## src/hw/rtl/hcf_pkg.sv

```systemverilog
`timescale 1ns / 1ps
// ----------------------------------------------------------------------------
// hcf_pkg
// Shared constants, widths and types of the HSI color fade block.
// ----------------------------------------------------------------------------
package hcf_pkg;

  localparam int unsigned COLOR_FRAC_BITS = 16;
  localparam int unsigned STEP_COUNT_BITS = 16;

  // color field: Q(FRAC) plus one integer bit
  localparam int unsigned COLOR_W = COLOR_FRAC_BITS + 1;
  // signed color distance, including the hue direction offset
  localparam int unsigned DIST_W  = COLOR_W + 2;
  // divider dividend / quotient magnitude
  localparam int unsigned MAG_W   = COLOR_FRAC_BITS + 2;
  // signed per-step delta
  localparam int unsigned STEP_W  = MAG_W + 1;
  // signed running color
  localparam int unsigned ACC_W   = COLOR_FRAC_BITS + 5;

  localparam int unsigned ONE_Q      = 1 << COLOR_FRAC_BITS;
  localparam int unsigned HALF_Q     = ONE_Q / 2;
  localparam int unsigned LOW_THRESH = (ONE_Q + 9) / 10;

  localparam logic signed [DIST_W-1:0] ONE_D  = DIST_W'(ONE_Q);
  localparam logic signed [DIST_W-1:0] HALF_D = DIST_W'(HALF_Q);
  localparam logic signed [ACC_W-1:0]  ONE_A  = ACC_W'(ONE_Q);
  localparam logic [COLOR_W-1:0]       LOW_C  = COLOR_W'(LOW_THRESH);

  localparam int unsigned DIV_CNT_W = $clog2(MAG_W);
  localparam int unsigned DIV_LAST  = MAG_W - 1;

  localparam int unsigned LANES = 3;
  localparam int unsigned LANE_HUE = 0;
  localparam int unsigned LANE_SAT = 1;
  localparam int unsigned LANE_INT = 2;

  typedef enum logic {
    ACT_START = 1'b0,
    ACT_TICK  = 1'b1
  } hcf_action_e;

  typedef struct packed {
    logic [COLOR_W-1:0]         start_hue;
    logic [COLOR_W-1:0]         start_saturation;
    logic [COLOR_W-1:0]         start_intensity;
    logic [COLOR_W-1:0]         target_hue;
    logic [COLOR_W-1:0]         target_saturation;
    logic [COLOR_W-1:0]         target_intensity;
    logic [STEP_COUNT_BITS-1:0] step_count;
    logic                       shortest_path;
    logic                       positive_direction;
  } hcf_start_t;

  typedef struct packed {
    logic [COLOR_W-1:0] hue;
    logic [COLOR_W-1:0] saturation;
    logic [COLOR_W-1:0] intensity;
    logic               fading;
  } hcf_result_t;

  typedef struct packed {
    logic start;     // load a new fade, seed the dividers
    logic tick;      // advance one frame
    logic div_step;  // one restoring divide step on every lane
    logic div_sign;  // apply sign, store per-step deltas
  } hcf_cmd_t;

endpackage

```

## src/hw/rtl/hcf_if.sv

```systemverilog
`timescale 1ns / 1ps
// ----------------------------------------------------------------------------
// hcf_if
// Valid/ready channels of the HSI color fade block: input item and result.
// ----------------------------------------------------------------------------
interface hcf_in_if import hcf_pkg::*; ();
  logic                       valid;
  logic                       ready;
  logic                       action;
  logic [COLOR_W-1:0]         start_hue;
  logic [COLOR_W-1:0]         start_saturation;
  logic [COLOR_W-1:0]         start_intensity;
  logic [COLOR_W-1:0]         target_hue;
  logic [COLOR_W-1:0]         target_saturation;
  logic [COLOR_W-1:0]         target_intensity;
  logic [STEP_COUNT_BITS-1:0] step_count;
  logic                       shortest_path;
  logic                       positive_direction;

  modport source (
    output valid, action, start_hue, start_saturation, start_intensity,
           target_hue, target_saturation, target_intensity, step_count,
           shortest_path, positive_direction,
    input  ready
  );

  modport sink (
    input  valid, action, start_hue, start_saturation, start_intensity,
           target_hue, target_saturation, target_intensity, step_count,
           shortest_path, positive_direction,
    output ready
  );
endinterface

interface hcf_out_if import hcf_pkg::*; ();
  logic               valid;
  logic               ready;
  logic [COLOR_W-1:0] hue;
  logic [COLOR_W-1:0] saturation;
  logic [COLOR_W-1:0] intensity;
  logic               fading;

  modport source (
    output valid, hue, saturation, intensity, fading,
    input  ready
  );

  modport sink (
    input  valid, hue, saturation, intensity, fading,
    output ready
  );
endinterface

```

## src/hw/rtl/hsi_color_fade.sv

```systemverilog
`timescale 1ns / 1ps
// ----------------------------------------------------------------------------
// hsi_color_fade
// Linear fade of an HSI color in Q16 fixed point, one result per transaction.
//
//   channel  dir  handshake     payload
//   in_i     in   valid/ready   action, start and target color, steps, mode
//   out_o    out  valid/ready   hue, saturation, intensity, fading
//
// Tick: result valid in the cycle after the transaction is accepted.
// Start: result valid after the load, 18 restoring divide steps run in
//   parallel on each of the three color lanes, and the sign fix-up.
// A new transaction is taken only when idle and the result slot is empty
//   or being drained in the same cycle.
// Reset clears the color, the fade flag and the result slot.
// ----------------------------------------------------------------------------
module hsi_color_fade import hcf_pkg::*; (
  input  logic      clk_i,
  input  logic      rst_ni,
  hcf_in_if.sink    in_i,
  hcf_out_if.source out_o
);

  hcf_cmd_t    cmd;
  hcf_start_t  item;
  hcf_result_t result;

  assign item.start_hue          = in_i.start_hue;
  assign item.start_saturation   = in_i.start_saturation;
  assign item.start_intensity    = in_i.start_intensity;
  assign item.target_hue         = in_i.target_hue;
  assign item.target_saturation  = in_i.target_saturation;
  assign item.target_intensity   = in_i.target_intensity;
  assign item.step_count         = in_i.step_count;
  assign item.shortest_path      = in_i.shortest_path;
  assign item.positive_direction = in_i.positive_direction;

  hcf_ctrl u_ctrl (
    .clk_i       (clk_i),
    .rst_ni      (rst_ni),
    .in_valid_i  (in_i.valid),
    .in_action_i (in_i.action),
    .out_ready_i (out_o.ready),
    .in_ready_o  (in_i.ready),
    .out_valid_o (out_o.valid),
    .cmd_o       (cmd)
  );

  hcf_datapath u_datapath (
    .clk_i    (clk_i),
    .rst_ni   (rst_ni),
    .cmd_i    (cmd),
    .item_i   (item),
    .result_o (result)
  );

  assign out_o.hue        = result.hue;
  assign out_o.saturation = result.saturation;
  assign out_o.intensity  = result.intensity;
  assign out_o.fading     = result.fading;

endmodule

```

## src/hw/rtl/hcf_ctrl.sv

```systemverilog
`timescale 1ns / 1ps
// ----------------------------------------------------------------------------
// hcf_ctrl
// Controller: input/output handshake, divider sequencing, datapath commands.
// ----------------------------------------------------------------------------
module hcf_ctrl import hcf_pkg::*; (
  input  logic     clk_i,
  input  logic     rst_ni,
  input  logic     in_valid_i,
  input  logic     in_action_i,
  input  logic     out_ready_i,
  output logic     in_ready_o,
  output logic     out_valid_o,
  output hcf_cmd_t cmd_o
);

  typedef enum logic [2:0] {
    S_IDLE = 3'b001,
    S_DIV  = 3'b010,
    S_SIGN = 3'b100
  } hcf_state_e;

  hcf_state_e           state_q, state_d;
  logic [DIV_CNT_W-1:0] cnt_q, cnt_d;
  logic                 out_valid_q, out_valid_d;
  logic                 accept;

  assign in_ready_o  = (state_q == S_IDLE) && (!out_valid_q || out_ready_i);
  assign accept      = in_valid_i && in_ready_o;
  assign out_valid_o = out_valid_q;

  always_comb begin
    cmd_o.start    = accept && (in_action_i == ACT_START);
    cmd_o.tick     = accept && (in_action_i == ACT_TICK);
    cmd_o.div_step = (state_q == S_DIV);
    cmd_o.div_sign = (state_q == S_SIGN);
  end

  always_comb begin
    state_d = state_q;
    cnt_d   = cnt_q;
    unique case (state_q)
      S_IDLE: begin
        cnt_d = '0;
        if (cmd_o.start) state_d = S_DIV;
      end
      S_DIV: begin
        cnt_d = cnt_q + 1'b1;
        if (cnt_q == DIV_CNT_W'(DIV_LAST)) state_d = S_SIGN;
      end
      S_SIGN: state_d = S_IDLE;
      default: state_d = S_IDLE;
    endcase
  end

  always_comb begin
    out_valid_d = out_valid_q;
    if (out_valid_q && out_ready_i) out_valid_d = 1'b0;
    if (cmd_o.tick || cmd_o.div_sign) out_valid_d = 1'b1;
  end

  always_ff @(posedge clk_i or negedge rst_ni) begin
    if (!rst_ni) begin
      state_q     <= S_IDLE;
      cnt_q       <= '0;
      out_valid_q <= 1'b0;
    end else begin
      state_q     <= state_d;
      cnt_q       <= cnt_d;
      out_valid_q <= out_valid_d;
    end
  end

`ifndef SYNTH
  a_start_div: assert property (@(posedge clk_i) disable iff (!rst_ni)
    cmd_o.start |=> (state_q == S_DIV) && (cnt_q == '0))
    else $error("start did not enter divide with a cleared count");

  a_div_len: assert property (@(posedge clk_i) disable iff (!rst_ni)
    (state_q == S_DIV) && (cnt_q == DIV_CNT_W'(DIV_LAST)) |=> (state_q == S_SIGN))
    else $error("divide ran past its last step");

  a_sign_out: assert property (@(posedge clk_i) disable iff (!rst_ni)
    (state_q == S_SIGN) |=> out_valid_q)
    else $error("start transaction finished without a result");

  a_busy_empty: assert property (@(posedge clk_i) disable iff (!rst_ni)
    (state_q != S_IDLE) |-> !out_valid_q)
    else $error("result slot occupied while a start is in progress");
`endif

endmodule

```

## src/hw/rtl/hcf_datapath.sv

```systemverilog
`timescale 1ns / 1ps
// ----------------------------------------------------------------------------
// hcf_datapath
// Color accumulators, three restoring divider lanes and the per-frame update.
// ----------------------------------------------------------------------------
module hcf_datapath import hcf_pkg::*; (
  input  logic        clk_i,
  input  logic        rst_ni,
  input  hcf_cmd_t    cmd_i,
  input  hcf_start_t  item_i,
  output hcf_result_t result_o
);

  // start preparation
  logic                       low_cur, low_tgt;
  logic [COLOR_W-1:0]         cur_c [LANES];
  logic [COLOR_W-1:0]         tgt_c [LANES];
  logic signed [DIST_W-1:0]   delta [LANES];
  logic signed [DIST_W-1:0]   absd  [LANES];
  logic [STEP_COUNT_BITS-1:0] n_start;

  // divider lanes
  logic [MAG_W-1:0]           quo_q  [LANES];
  logic [STEP_COUNT_BITS-1:0] rem_q  [LANES];
  logic                       neg_q  [LANES];
  logic [STEP_COUNT_BITS:0]   shft   [LANES];
  logic [STEP_COUNT_BITS:0]   diff   [LANES];
  logic                       ge     [LANES];
  logic [MAG_W-1:0]           quo_nx [LANES];
  logic [STEP_COUNT_BITS-1:0] rem_nx [LANES];
  logic signed [STEP_W-1:0]   qs     [LANES];
  logic signed [STEP_W-1:0]   step_nx[LANES];

  // fade state
  logic signed [STEP_W-1:0]   step_q [LANES];
  logic [COLOR_W-1:0]         end_q  [LANES];
  logic signed [ACC_W-1:0]    acc_q  [LANES];
  logic signed [ACC_W-1:0]    acc_d  [LANES];
  logic signed [ACC_W-1:0]    sum    [LANES];
  logic [STEP_COUNT_BITS-1:0] n_q;
  logic [STEP_COUNT_BITS-1:0] done_q, done_nx;
  logic                       running_q, running_d;
  logic                       last;

  always_comb begin
    low_cur = item_i.start_intensity < LOW_C;
    low_tgt = item_i.target_intensity < LOW_C;

    cur_c[LANE_HUE] = low_cur ? item_i.target_hue : item_i.start_hue;
    cur_c[LANE_SAT] = low_cur ? item_i.target_saturation : item_i.start_saturation;
    cur_c[LANE_INT] = item_i.start_intensity;
    tgt_c[LANE_HUE] = (!low_cur && low_tgt) ? item_i.start_hue : item_i.target_hue;
    tgt_c[LANE_SAT] = (!low_cur && low_tgt) ? item_i.start_saturation
                                            : item_i.target_saturation;
    tgt_c[LANE_INT] = item_i.target_intensity;

    for (int k = 0; k < LANES; k++) begin
      delta[k] = $signed(DIST_W'(tgt_c[k])) - $signed(DIST_W'(cur_c[k]));
    end

    if (item_i.shortest_path) begin
      if (delta[LANE_HUE] > HALF_D)       delta[LANE_HUE] = delta[LANE_HUE] - ONE_D;
      else if (delta[LANE_HUE] < -HALF_D) delta[LANE_HUE] = delta[LANE_HUE] + ONE_D;
    end else if (item_i.positive_direction) begin
      if (delta[LANE_HUE][DIST_W-1]) delta[LANE_HUE] = delta[LANE_HUE] + ONE_D;
    end else begin
      if (delta[LANE_HUE] > 0) delta[LANE_HUE] = delta[LANE_HUE] - ONE_D;
    end

    for (int k = 0; k < LANES; k++) begin
      absd[k] = delta[k][DIST_W-1] ? -delta[k] : delta[k];
    end

    n_start = (item_i.step_count == '0) ? STEP_COUNT_BITS'(1) : item_i.step_count;
  end

  // restoring division, one quotient bit per cycle on every lane
  always_comb begin
    for (int k = 0; k < LANES; k++) begin
      shft[k]   = {rem_q[k], quo_q[k][MAG_W-1]};
      ge[k]     = shft[k] >= {1'b0, n_q};
      diff[k]   = shft[k] - {1'b0, n_q};
      rem_nx[k] = ge[k] ? diff[k][STEP_COUNT_BITS-1:0] : shft[k][STEP_COUNT_BITS-1:0];
      quo_nx[k] = {quo_q[k][MAG_W-2:0], ge[k]};
      qs[k]      = $signed(STEP_W'(quo_q[k]));
      step_nx[k] = neg_q[k] ? -qs[k] : qs[k];
    end
  end

  // frame update
  always_comb begin
    for (int k = 0; k < LANES; k++) begin
      sum[k] = acc_q[k] + ACC_W'(step_q[k]);
    end
    if (sum[LANE_HUE] > ONE_A)       sum[LANE_HUE] = sum[LANE_HUE] - ONE_A;
    else if (sum[LANE_HUE][ACC_W-1]) sum[LANE_HUE] = sum[LANE_HUE] + ONE_A;

    done_nx = done_q + 1'b1;
    last    = done_nx >= n_q;

    acc_d     = acc_q;
    running_d = running_q;
    if (cmd_i.start) begin
      for (int k = 0; k < LANES; k++) acc_d[k] = ACC_W'(cur_c[k]);
      running_d = 1'b1;
    end else if (cmd_i.tick && running_q) begin
      for (int k = 0; k < LANES; k++) begin
        acc_d[k] = last ? ACC_W'(end_q[k]) : sum[k];
      end
      running_d = !last;
    end
  end

  always_ff @(posedge clk_i or negedge rst_ni) begin
    if (!rst_ni) begin
      for (int k = 0; k < LANES; k++) acc_q[k] <= '0;
      running_q <= 1'b0;
    end else begin
      acc_q     <= acc_d;
      running_q <= running_d;
    end
  end

  always_ff @(posedge clk_i) begin
    if (cmd_i.start) begin
      n_q    <= n_start;
      done_q <= '0;
      for (int k = 0; k < LANES; k++) begin
        end_q[k] <= tgt_c[k];
        neg_q[k] <= delta[k][DIST_W-1];
        quo_q[k] <= absd[k][MAG_W-1:0];
        rem_q[k] <= '0;
      end
    end else if (cmd_i.tick && running_q) begin
      done_q <= done_nx;
    end
    if (cmd_i.div_step) begin
      for (int k = 0; k < LANES; k++) begin
        quo_q[k] <= quo_nx[k];
        rem_q[k] <= rem_nx[k];
      end
    end
    if (cmd_i.div_sign) begin
      for (int k = 0; k < LANES; k++) step_q[k] <= step_nx[k];
    end
  end

  assign result_o.hue        = acc_q[LANE_HUE][COLOR_W-1:0];
  assign result_o.saturation = acc_q[LANE_SAT][COLOR_W-1:0];
  assign result_o.intensity  = acc_q[LANE_INT][COLOR_W-1:0];
  assign result_o.fading     = running_q;

endmodule

```

## src/flat_wrapper.sv

```systemverilog
// flat-port wrapper written by rule: the top's interface ports become plain ports
module hsi_color_fade_flat import hcf_pkg::*;
  (clk_i, rst_ni, in_i_valid, in_i_action, in_i_start_hue, in_i_start_saturation, in_i_start_intensity, in_i_target_hue, in_i_target_saturation, in_i_target_intensity, in_i_step_count, in_i_shortest_path, in_i_positive_direction, in_i_ready, out_o_valid, out_o_hue, out_o_saturation, out_o_intensity, out_o_fading, out_o_ready);
  hcf_in_if in_i_i ();
  hcf_out_if out_o_i ();
  input  logic clk_i;
  input  logic rst_ni;
  input wire logic [$bits(in_i_i.valid)-1:0] in_i_valid;
  input wire logic [$bits(in_i_i.action)-1:0] in_i_action;
  input wire logic [$bits(in_i_i.start_hue)-1:0] in_i_start_hue;
  input wire logic [$bits(in_i_i.start_saturation)-1:0] in_i_start_saturation;
  input wire logic [$bits(in_i_i.start_intensity)-1:0] in_i_start_intensity;
  input wire logic [$bits(in_i_i.target_hue)-1:0] in_i_target_hue;
  input wire logic [$bits(in_i_i.target_saturation)-1:0] in_i_target_saturation;
  input wire logic [$bits(in_i_i.target_intensity)-1:0] in_i_target_intensity;
  input wire logic [$bits(in_i_i.step_count)-1:0] in_i_step_count;
  input wire logic [$bits(in_i_i.shortest_path)-1:0] in_i_shortest_path;
  input wire logic [$bits(in_i_i.positive_direction)-1:0] in_i_positive_direction;
  output wire logic [$bits(in_i_i.ready)-1:0] in_i_ready;
  output wire logic [$bits(out_o_i.valid)-1:0] out_o_valid;
  output wire logic [$bits(out_o_i.hue)-1:0] out_o_hue;
  output wire logic [$bits(out_o_i.saturation)-1:0] out_o_saturation;
  output wire logic [$bits(out_o_i.intensity)-1:0] out_o_intensity;
  output wire logic [$bits(out_o_i.fading)-1:0] out_o_fading;
  input wire logic [$bits(out_o_i.ready)-1:0] out_o_ready;
  assign in_i_i.valid = in_i_valid;
  assign in_i_i.action = in_i_action;
  assign in_i_i.start_hue = in_i_start_hue;
  assign in_i_i.start_saturation = in_i_start_saturation;
  assign in_i_i.start_intensity = in_i_start_intensity;
  assign in_i_i.target_hue = in_i_target_hue;
  assign in_i_i.target_saturation = in_i_target_saturation;
  assign in_i_i.target_intensity = in_i_target_intensity;
  assign in_i_i.step_count = in_i_step_count;
  assign in_i_i.shortest_path = in_i_shortest_path;
  assign in_i_i.positive_direction = in_i_positive_direction;
  assign in_i_ready = in_i_i.ready;
  assign out_o_valid = out_o_i.valid;
  assign out_o_hue = out_o_i.hue;
  assign out_o_saturation = out_o_i.saturation;
  assign out_o_intensity = out_o_i.intensity;
  assign out_o_fading = out_o_i.fading;
  assign out_o_i.ready = out_o_ready;
  hsi_color_fade u_core (.clk_i(clk_i), .rst_ni(rst_ni), .in_i(in_i_i), .out_o(out_o_i));
endmodule
```

## config.mk

```make
export PLATFORM = sky130hd
export DESIGN_NAME = hsi_color_fade_flat
export DESIGN_NICKNAME = d
export VERILOG_FILES = /design/src/hw/rtl/hcf_pkg.sv /design/src/hw/rtl/hcf_if.sv /design/src/hw/rtl/hsi_color_fade.sv /design/src/hw/rtl/hcf_ctrl.sv /design/src/hw/rtl/hcf_datapath.sv /design/src/flat_wrapper.sv
export SDC_FILE = /design/constraint.sdc
export NUM_CORES = 1
export LEC_CHECK = 0
export BUFFER_PORTS_ARGS = -buffer_cell sky130_fd_sc_hd__buf_4
export CAP_MARGIN = 20
export CELL_PAD_IN_SITES_DETAIL_PLACEMENT = 1
export CELL_PAD_IN_SITES_GLOBAL_PLACEMENT = 2
export CORE_MARGIN = 8
export CORE_UTILIZATION = 30
export CTS_BUF_LIST = sky130_fd_sc_hd__clkbuf_16
export DETAILED_ROUTE_END_ITERATION = 10
export PLACE_DENSITY = 0.66
export SLEW_MARGIN = 20
export SYNTH_ARGS = -nofsm -noshare
export SYNTH_HDL_FRONTEND = slang
export SYNTH_SLANG_ARGS = --single-unit
```

## constraint.sdc

```tcl
create_clock -name clk_i -period 8.7 [get_ports clk_i]
set_clock_uncertainty 0.05 [all_clocks]
set_input_delay 0.435 -clock clk_i [delete_from_list [all_inputs] [get_ports clk_i]]
set_output_delay 0.435 -clock clk_i [all_outputs]
set_load 0.02 [all_outputs]
```

# [Word level (Yosys, flattened, before mapping)]
# Memories as Yosys holds them, arrays and structs flattened.
# Index checks and enable logic that the tools add are counted.
[totals] word_cells=121 input_bits=125 memories=5 register_bits=105 out_inout_bits=54 ram_bits=213
[memory_table] memory="u_core.u_datapath.step_q" depth=3 word_bits=19 rd=3 rd_clocked_by_memory_dff=0 wr=3 line="hcf_datapath.sv:35" text="logic signed [STEP_W-1:0] step_q [LANES];"
[memory_table] memory="u_core.u_datapath.quo_q" depth=3 word_bits=18 rd=3 rd_clocked_by_memory_dff=0 wr=3 line="hcf_datapath.sv:23" text="logic [MAG_W-1:0] quo_q [LANES];"
[memory_table] memory="u_core.u_datapath.end_q" depth=3 word_bits=17 rd=3 rd_clocked_by_memory_dff=0 wr=3 line="hcf_datapath.sv:36" text="logic [COLOR_W-1:0] end_q [LANES];"
[memory_table] memory="u_core.u_datapath.rem_q" depth=3 word_bits=16 rd=3 rd_clocked_by_memory_dff=0 wr=3 line="hcf_datapath.sv:24" text="logic [STEP_COUNT_BITS-1:0] rem_q [LANES];"
[memory_table] memory="u_core.u_datapath.neg_q" depth=3 word_bits=1 rd=3 rd_clocked_by_memory_dff=0 wr=3 line="hcf_datapath.sv:25" text="logic neg_q [LANES];"
[op_classes] n_mux=46 order_cmp=10 n_bitwise=7 add_sub_neg=21 reduce_logical=17 n_eq_ne=6
[ops] cell="$mux W19" count=9
[ops] cell="$mux W63" count=2
[ops] cell="$mux W18" count=6
[ops] cell="$mux W21" count=5
[ops] cell="$mux W16" count=6
[ops] cell="$mux W17" count=4
[ops] cell="$add A21 B19 Y21" count=3
[ops] cell="$neg A18 Y19" count=3
[ops] cell="$neg A18 Y18" count=3
[ops] cell="$sub A17 B17 Y18" count=3
[ops] cell="$ge A17 B16 Y1" count=3
[ops] cell="$sub A16 B16 Y16" count=3
[ops] cell="$lt A17 B13 Y1 const B" count=2
[ops] cell="$add A21 B18 Y21 const B" count=1
[ops] cell="$gt A21 B18 Y1 const B" count=1
[ops] cell="$sub A21 B18 Y21 const B" count=1
[ops] cell="$add A18 B18 Y19 const B" count=1
[ops] cell="$sub A18 B18 Y19 const B" count=1
[ops] cell="$gt A18 B1 Y1 const B" count=1
[ops] cell="$gt A18 B17 Y1 const B" count=1
[ops] cell="$lt A18 B16 Y1 const B" count=1
[ops] cell="$add A16 B1 Y16 const B" count=1
[ops] cell="$ge A16 B16 Y1" count=1
[ops] cell="$logic_not A16 Y1" count=1
[ops] cell="18 further kinds" count=44

# [Longest topological paths before layout]
[depth] depth_word=12 mapped_depth=27 ltp_nobuf=27

# [Hierarchy]
# A second synthesis with hierarchy kept.
[hier_totals] cells_unflattened=2522 hier_area_um2=23466.3
[by_module_without_submodules] module="hcf_datapath" area_each_um2=22998.3 cells_each=2477 seq_area_each_um2=8478.1 n_inst=1
[by_module_without_submodules] module="hcf_ctrl" area_each_um2=467.9 cells_each=45 seq_area_each_um2=226.5 n_inst=1

# [Worst setup path before layout]
# OpenSTA, ideal clock, no wires.
[synth_path] kind="register to register" startpoint="register u_core.u_ctrl.state_q[0]" endpoint="memory u_core.u_datapath.quo_q[0][0] in the netlist's numbering (enable)" slack_ns=1.752 stages_incl_launch_ff=10 synth_period_minus_slack_ns=6.948 setup_time_ns=0.456 n_path_buf=2 t_required_ns=8.194 arrival_ns=6.442 cell_sequence="dfstp_2 -> or3b_2 -> a21oi_1 -> and2_1 -> nand2b_1 -> clkbuf_1 -> inv_1 -> clkbuf_1 -> nor2_1 -> inv_1"
[synth_rtl] element="start: declaration" line="hcf_ctrl.sv:23" text="hcf_state_e state_q, state_d;"
[synth_rtl] element="start signal: assignment" line="hcf_ctrl.sv:68" text="state_q <= state_d;"
[synth_rtl] element="end: declaration" line="hcf_datapath.sv:23"

==> impl_metrics.yaml <==
grt:
  grt_max_degree: 79
  grt_overflow: 0
  gr-usage-all-layers: 0.175
  grt_pass1_wl_um: 120000
  grt_pass1_vias: 20308
  grt_antenna_before_repair: 4
yosys:
  synth_seq_cells: 306
  netlist_area_um2: 23200
  synth_edf_count: 225
  ys_top_cells_by_area: "edfxtp_1 29%, ha_1 9.5%, dfrtp_1 6.9%"
  ys.flop_type: "edfxtp_1"
  synth_top_area_share: 0.291
  synth_common_cells: "225 x edfxtp_1, 206 x nand2_1, 195 x o21ai_0"
  synth_warnings: 0
  syn_area_per_cell_um2: 9.50
  yosysMostFrequentCell: "edfxtp_1"
  synthCells: 2443
  synth_cell_types: 95
  synthArstFlopShare: 0.212
  synth_fp_nets: 2753
  yosysSeqAreaShare: 0.375
  yosysTopAreaCell: "edfxtp_1"
detailed_routing:
  drtAntennaViolNets: 0
  wire_per_inst_um: 21.3
  num_vias: 19028
  dr.pass1.iters: 5
  viasPerCell: 5.20
  drt_iter0_markers: 1028
  routed_wl_um: 77800
  drc_errors: 0
critical_path:
  cp.required_ps: 8970
  cp-end-kind: "register"
  critPathSlowestCell: "nor4_1"
  crit_path_max_fanout: 14
  path_class: "primary input to register"
  arrival_ps: 7820
  max_stage_delay_ps: 690
  cp-start-kind: "primary input"
cts:
  tritoncts: "yes"
  clockBufferDepth: 3
  root_buffer: "clkbuf_16"
  clk_latency_ps: 570
  cts_max_level: 2
  clkSlewWorstSetupHoldPaths_ps: 60
  cts.sink_count: 306
  cts_made_buffers: 42
floorplanning:
  fp.dieH_um: 294
  dieWidth_um: 294
  num_io_pins: 179
  coreArea_um2: 77100
  fp-row-count: 102
  die_area_um2: 86500
  start_util: 0.301
flow_run:
  drv_cap: 0
pwr:
  powerDensity_nw_per_um2: 239
  fin_total_pwr_mw: 6.44
  vdd_ir_drop_max_mv: 0.115
  p_leak_nw: 11.4
placement:
  dp_hpwl_um: 57700
  place.gp.congestion: 0.856
  port_buffers: 178
timing:
  finalSetupViolCount: 0
  slew_headroom: 0.308
  fin_tns_setup_ps: 0
  fmax_mhz: 133
  tightest_slew_ps: 1030
  rsz0062_at_grt: "false"
  layout_min_cycle_time_ps: 7540
  drv_slew: 0
  fin_crit_sh: 0.867
  hold_viol: 0
finish:
  drive_gt1_frac: 0.130
  area.growth.synth_to_final_pct: 16.4
  nFillCells: 8794
  nNetsFinal: 2890
outcome:
  outcome: "complete, no violations"
hold_path:
  hold_path.class: "primary input to register"
stage by stage:
step                cells  setup slack [ps]  hold WS (ps)  instance area [um^2]  utilization
finish               3657              1160          71.4                 27000        0.350
global placement     3542              1510           250                 25400        0.329
global route         3655               722          66.3                 27000        0.350
CTS                  3653              1250          30.4                 27000        0.350
floorplan            2443              1750          89.4                 23200            -
detailed placement   3542              1190           254                 25400        0.329
per-layer routing:
layer | track usage | up-vias | share of wire
met1 | 0.228 | 9470 | 0.46
met4 | 0.0359 | 2 | 0.016
met2 | 0.304 | 316 | 0.48
met5 | 0 | - | 0.00017
li1 | - | 9167 | -
met3 | 0.0283 | 73 | 0.041
state kept, by name, indices dropped and copies added, names as in the netlist:
signal / cells
u_core.u_ctrl.cnt_q: 5
u_core.u_ctrl.out_valid_o: 1
u_core.u_ctrl.state_q: 3
u_core.u_datapath.acc_q: 4
u_core.u_datapath.done_q: 16
u_core.u_datapath.end_q: 51
u_core.u_datapath.n_q: 16
u_core.u_datapath.neg_q: 3
u_core.u_datapath.quo_q: 54
u_core.u_datapath.rem_q: 48
u_core.u_datapath.result_o: 51
u_core.u_datapath.running_q: 1
u_core.u_datapath.step_q: 53
timing repair:
action / in CTS / in global routing
buffers inserted: 0 / 0
endpoints found under the hold margin: 43 / 0
hold buffers: 34 / 0
gates resized for setup: 0 / 0
layout make-up:
type | instances | area, um^2 | share of cell area
Inverter | 158 | 598 | 0.0221
Multi-Input combinational cell | 1840 | 13300 | 0.492
Sequential cell | 306 | 8700 | 0.322
Antenna cell | 4 | 10.0 | 0.000371
Tap cell | 1040 | 1300 | 0.0482
Timing Repair Buffer | 232 | 1830 | 0.0676
Clock inverter | 34 | 211 | 0.00783
Clock buffer | 43 | 1080 | 0.0398
critical path: cells and delay by family:
| family | cells | cell delay (ps) |
|---|---|---|
| compound gates | 10 | 3180 |
| mux | 1 | 280 |
| fa+ha+maj | 3 | 800 |
| buf+inv | 5 | 1120 |
| simple gates | 7 | 2000 |
final timing paths:
path                       slack [ps]  depth (start not counted)                                  startpoint                                    endpoint
max                              1160                         26                   in_i_target_intensity[16]    u_core.u_datapath.quo_q[0][17]$_DFFE_PP_
min                                70                          3                     in_i_start_intensity[6]   u_core.u_datapath.result_o[7]$_DFFE_PN0P_
max reg2reg                      2980                         25  u_core.u_datapath.result_o[36]$_DFFE_PN0P_  u_core.u_datapath.result_o[51]$_DFFE_PN0P_
min reg2reg                       430                          2   u_core.u_datapath.done_q[15]$_SDFFE_PP0P_   u_core.u_datapath.done_q[15]$_SDFFE_PP0P_
max in group asynchronous        7170                          3                                      rst_ni  u_core.u_datapath.result_o[49]$_DFFE_PN0P_
min in group asynchronous         210                          2                                      rst_ni   u_core.u_datapath.result_o[8]$_DFFE_PN0P_
where the power goes:
part           total [mW]  internal (mW)  switching, mW
sequential           2.06           1.84          0.224
clock                1.66          0.953          0.710
combinational        2.72           1.14           1.58
total                6.44           3.93           2.52
placed cells by master, fill, tap and decap left out, types with 38 or more instances in the layout:
cell and instances:
ha_1 177, xor2_1 79, nand3_1 61, o21ai_0 195, a21oi_1 102, dfrtp_1 64, inv_1 166, mux2i_1 119
nor2_1 167, nand2_1 204, buf_4 198, xnor2_1 129, mux2_2 38, clkbuf_16 43, edfxtp_1 225
cells by family (layout without fill, tap and decap cells):
group,count (synthesis),after routing,share of synthesized area
mux,157,157,0.0697
simple gates,680,680,0.143
compound gates,606,606,0.173
fa+ha+maj,189,189,0.104
flops,306,306,0.375
xor+xnor,208,208,0.0785
other cells,0,4,0
buf+inv,297,467,0.0564
(Power assumes the default switching activity.)
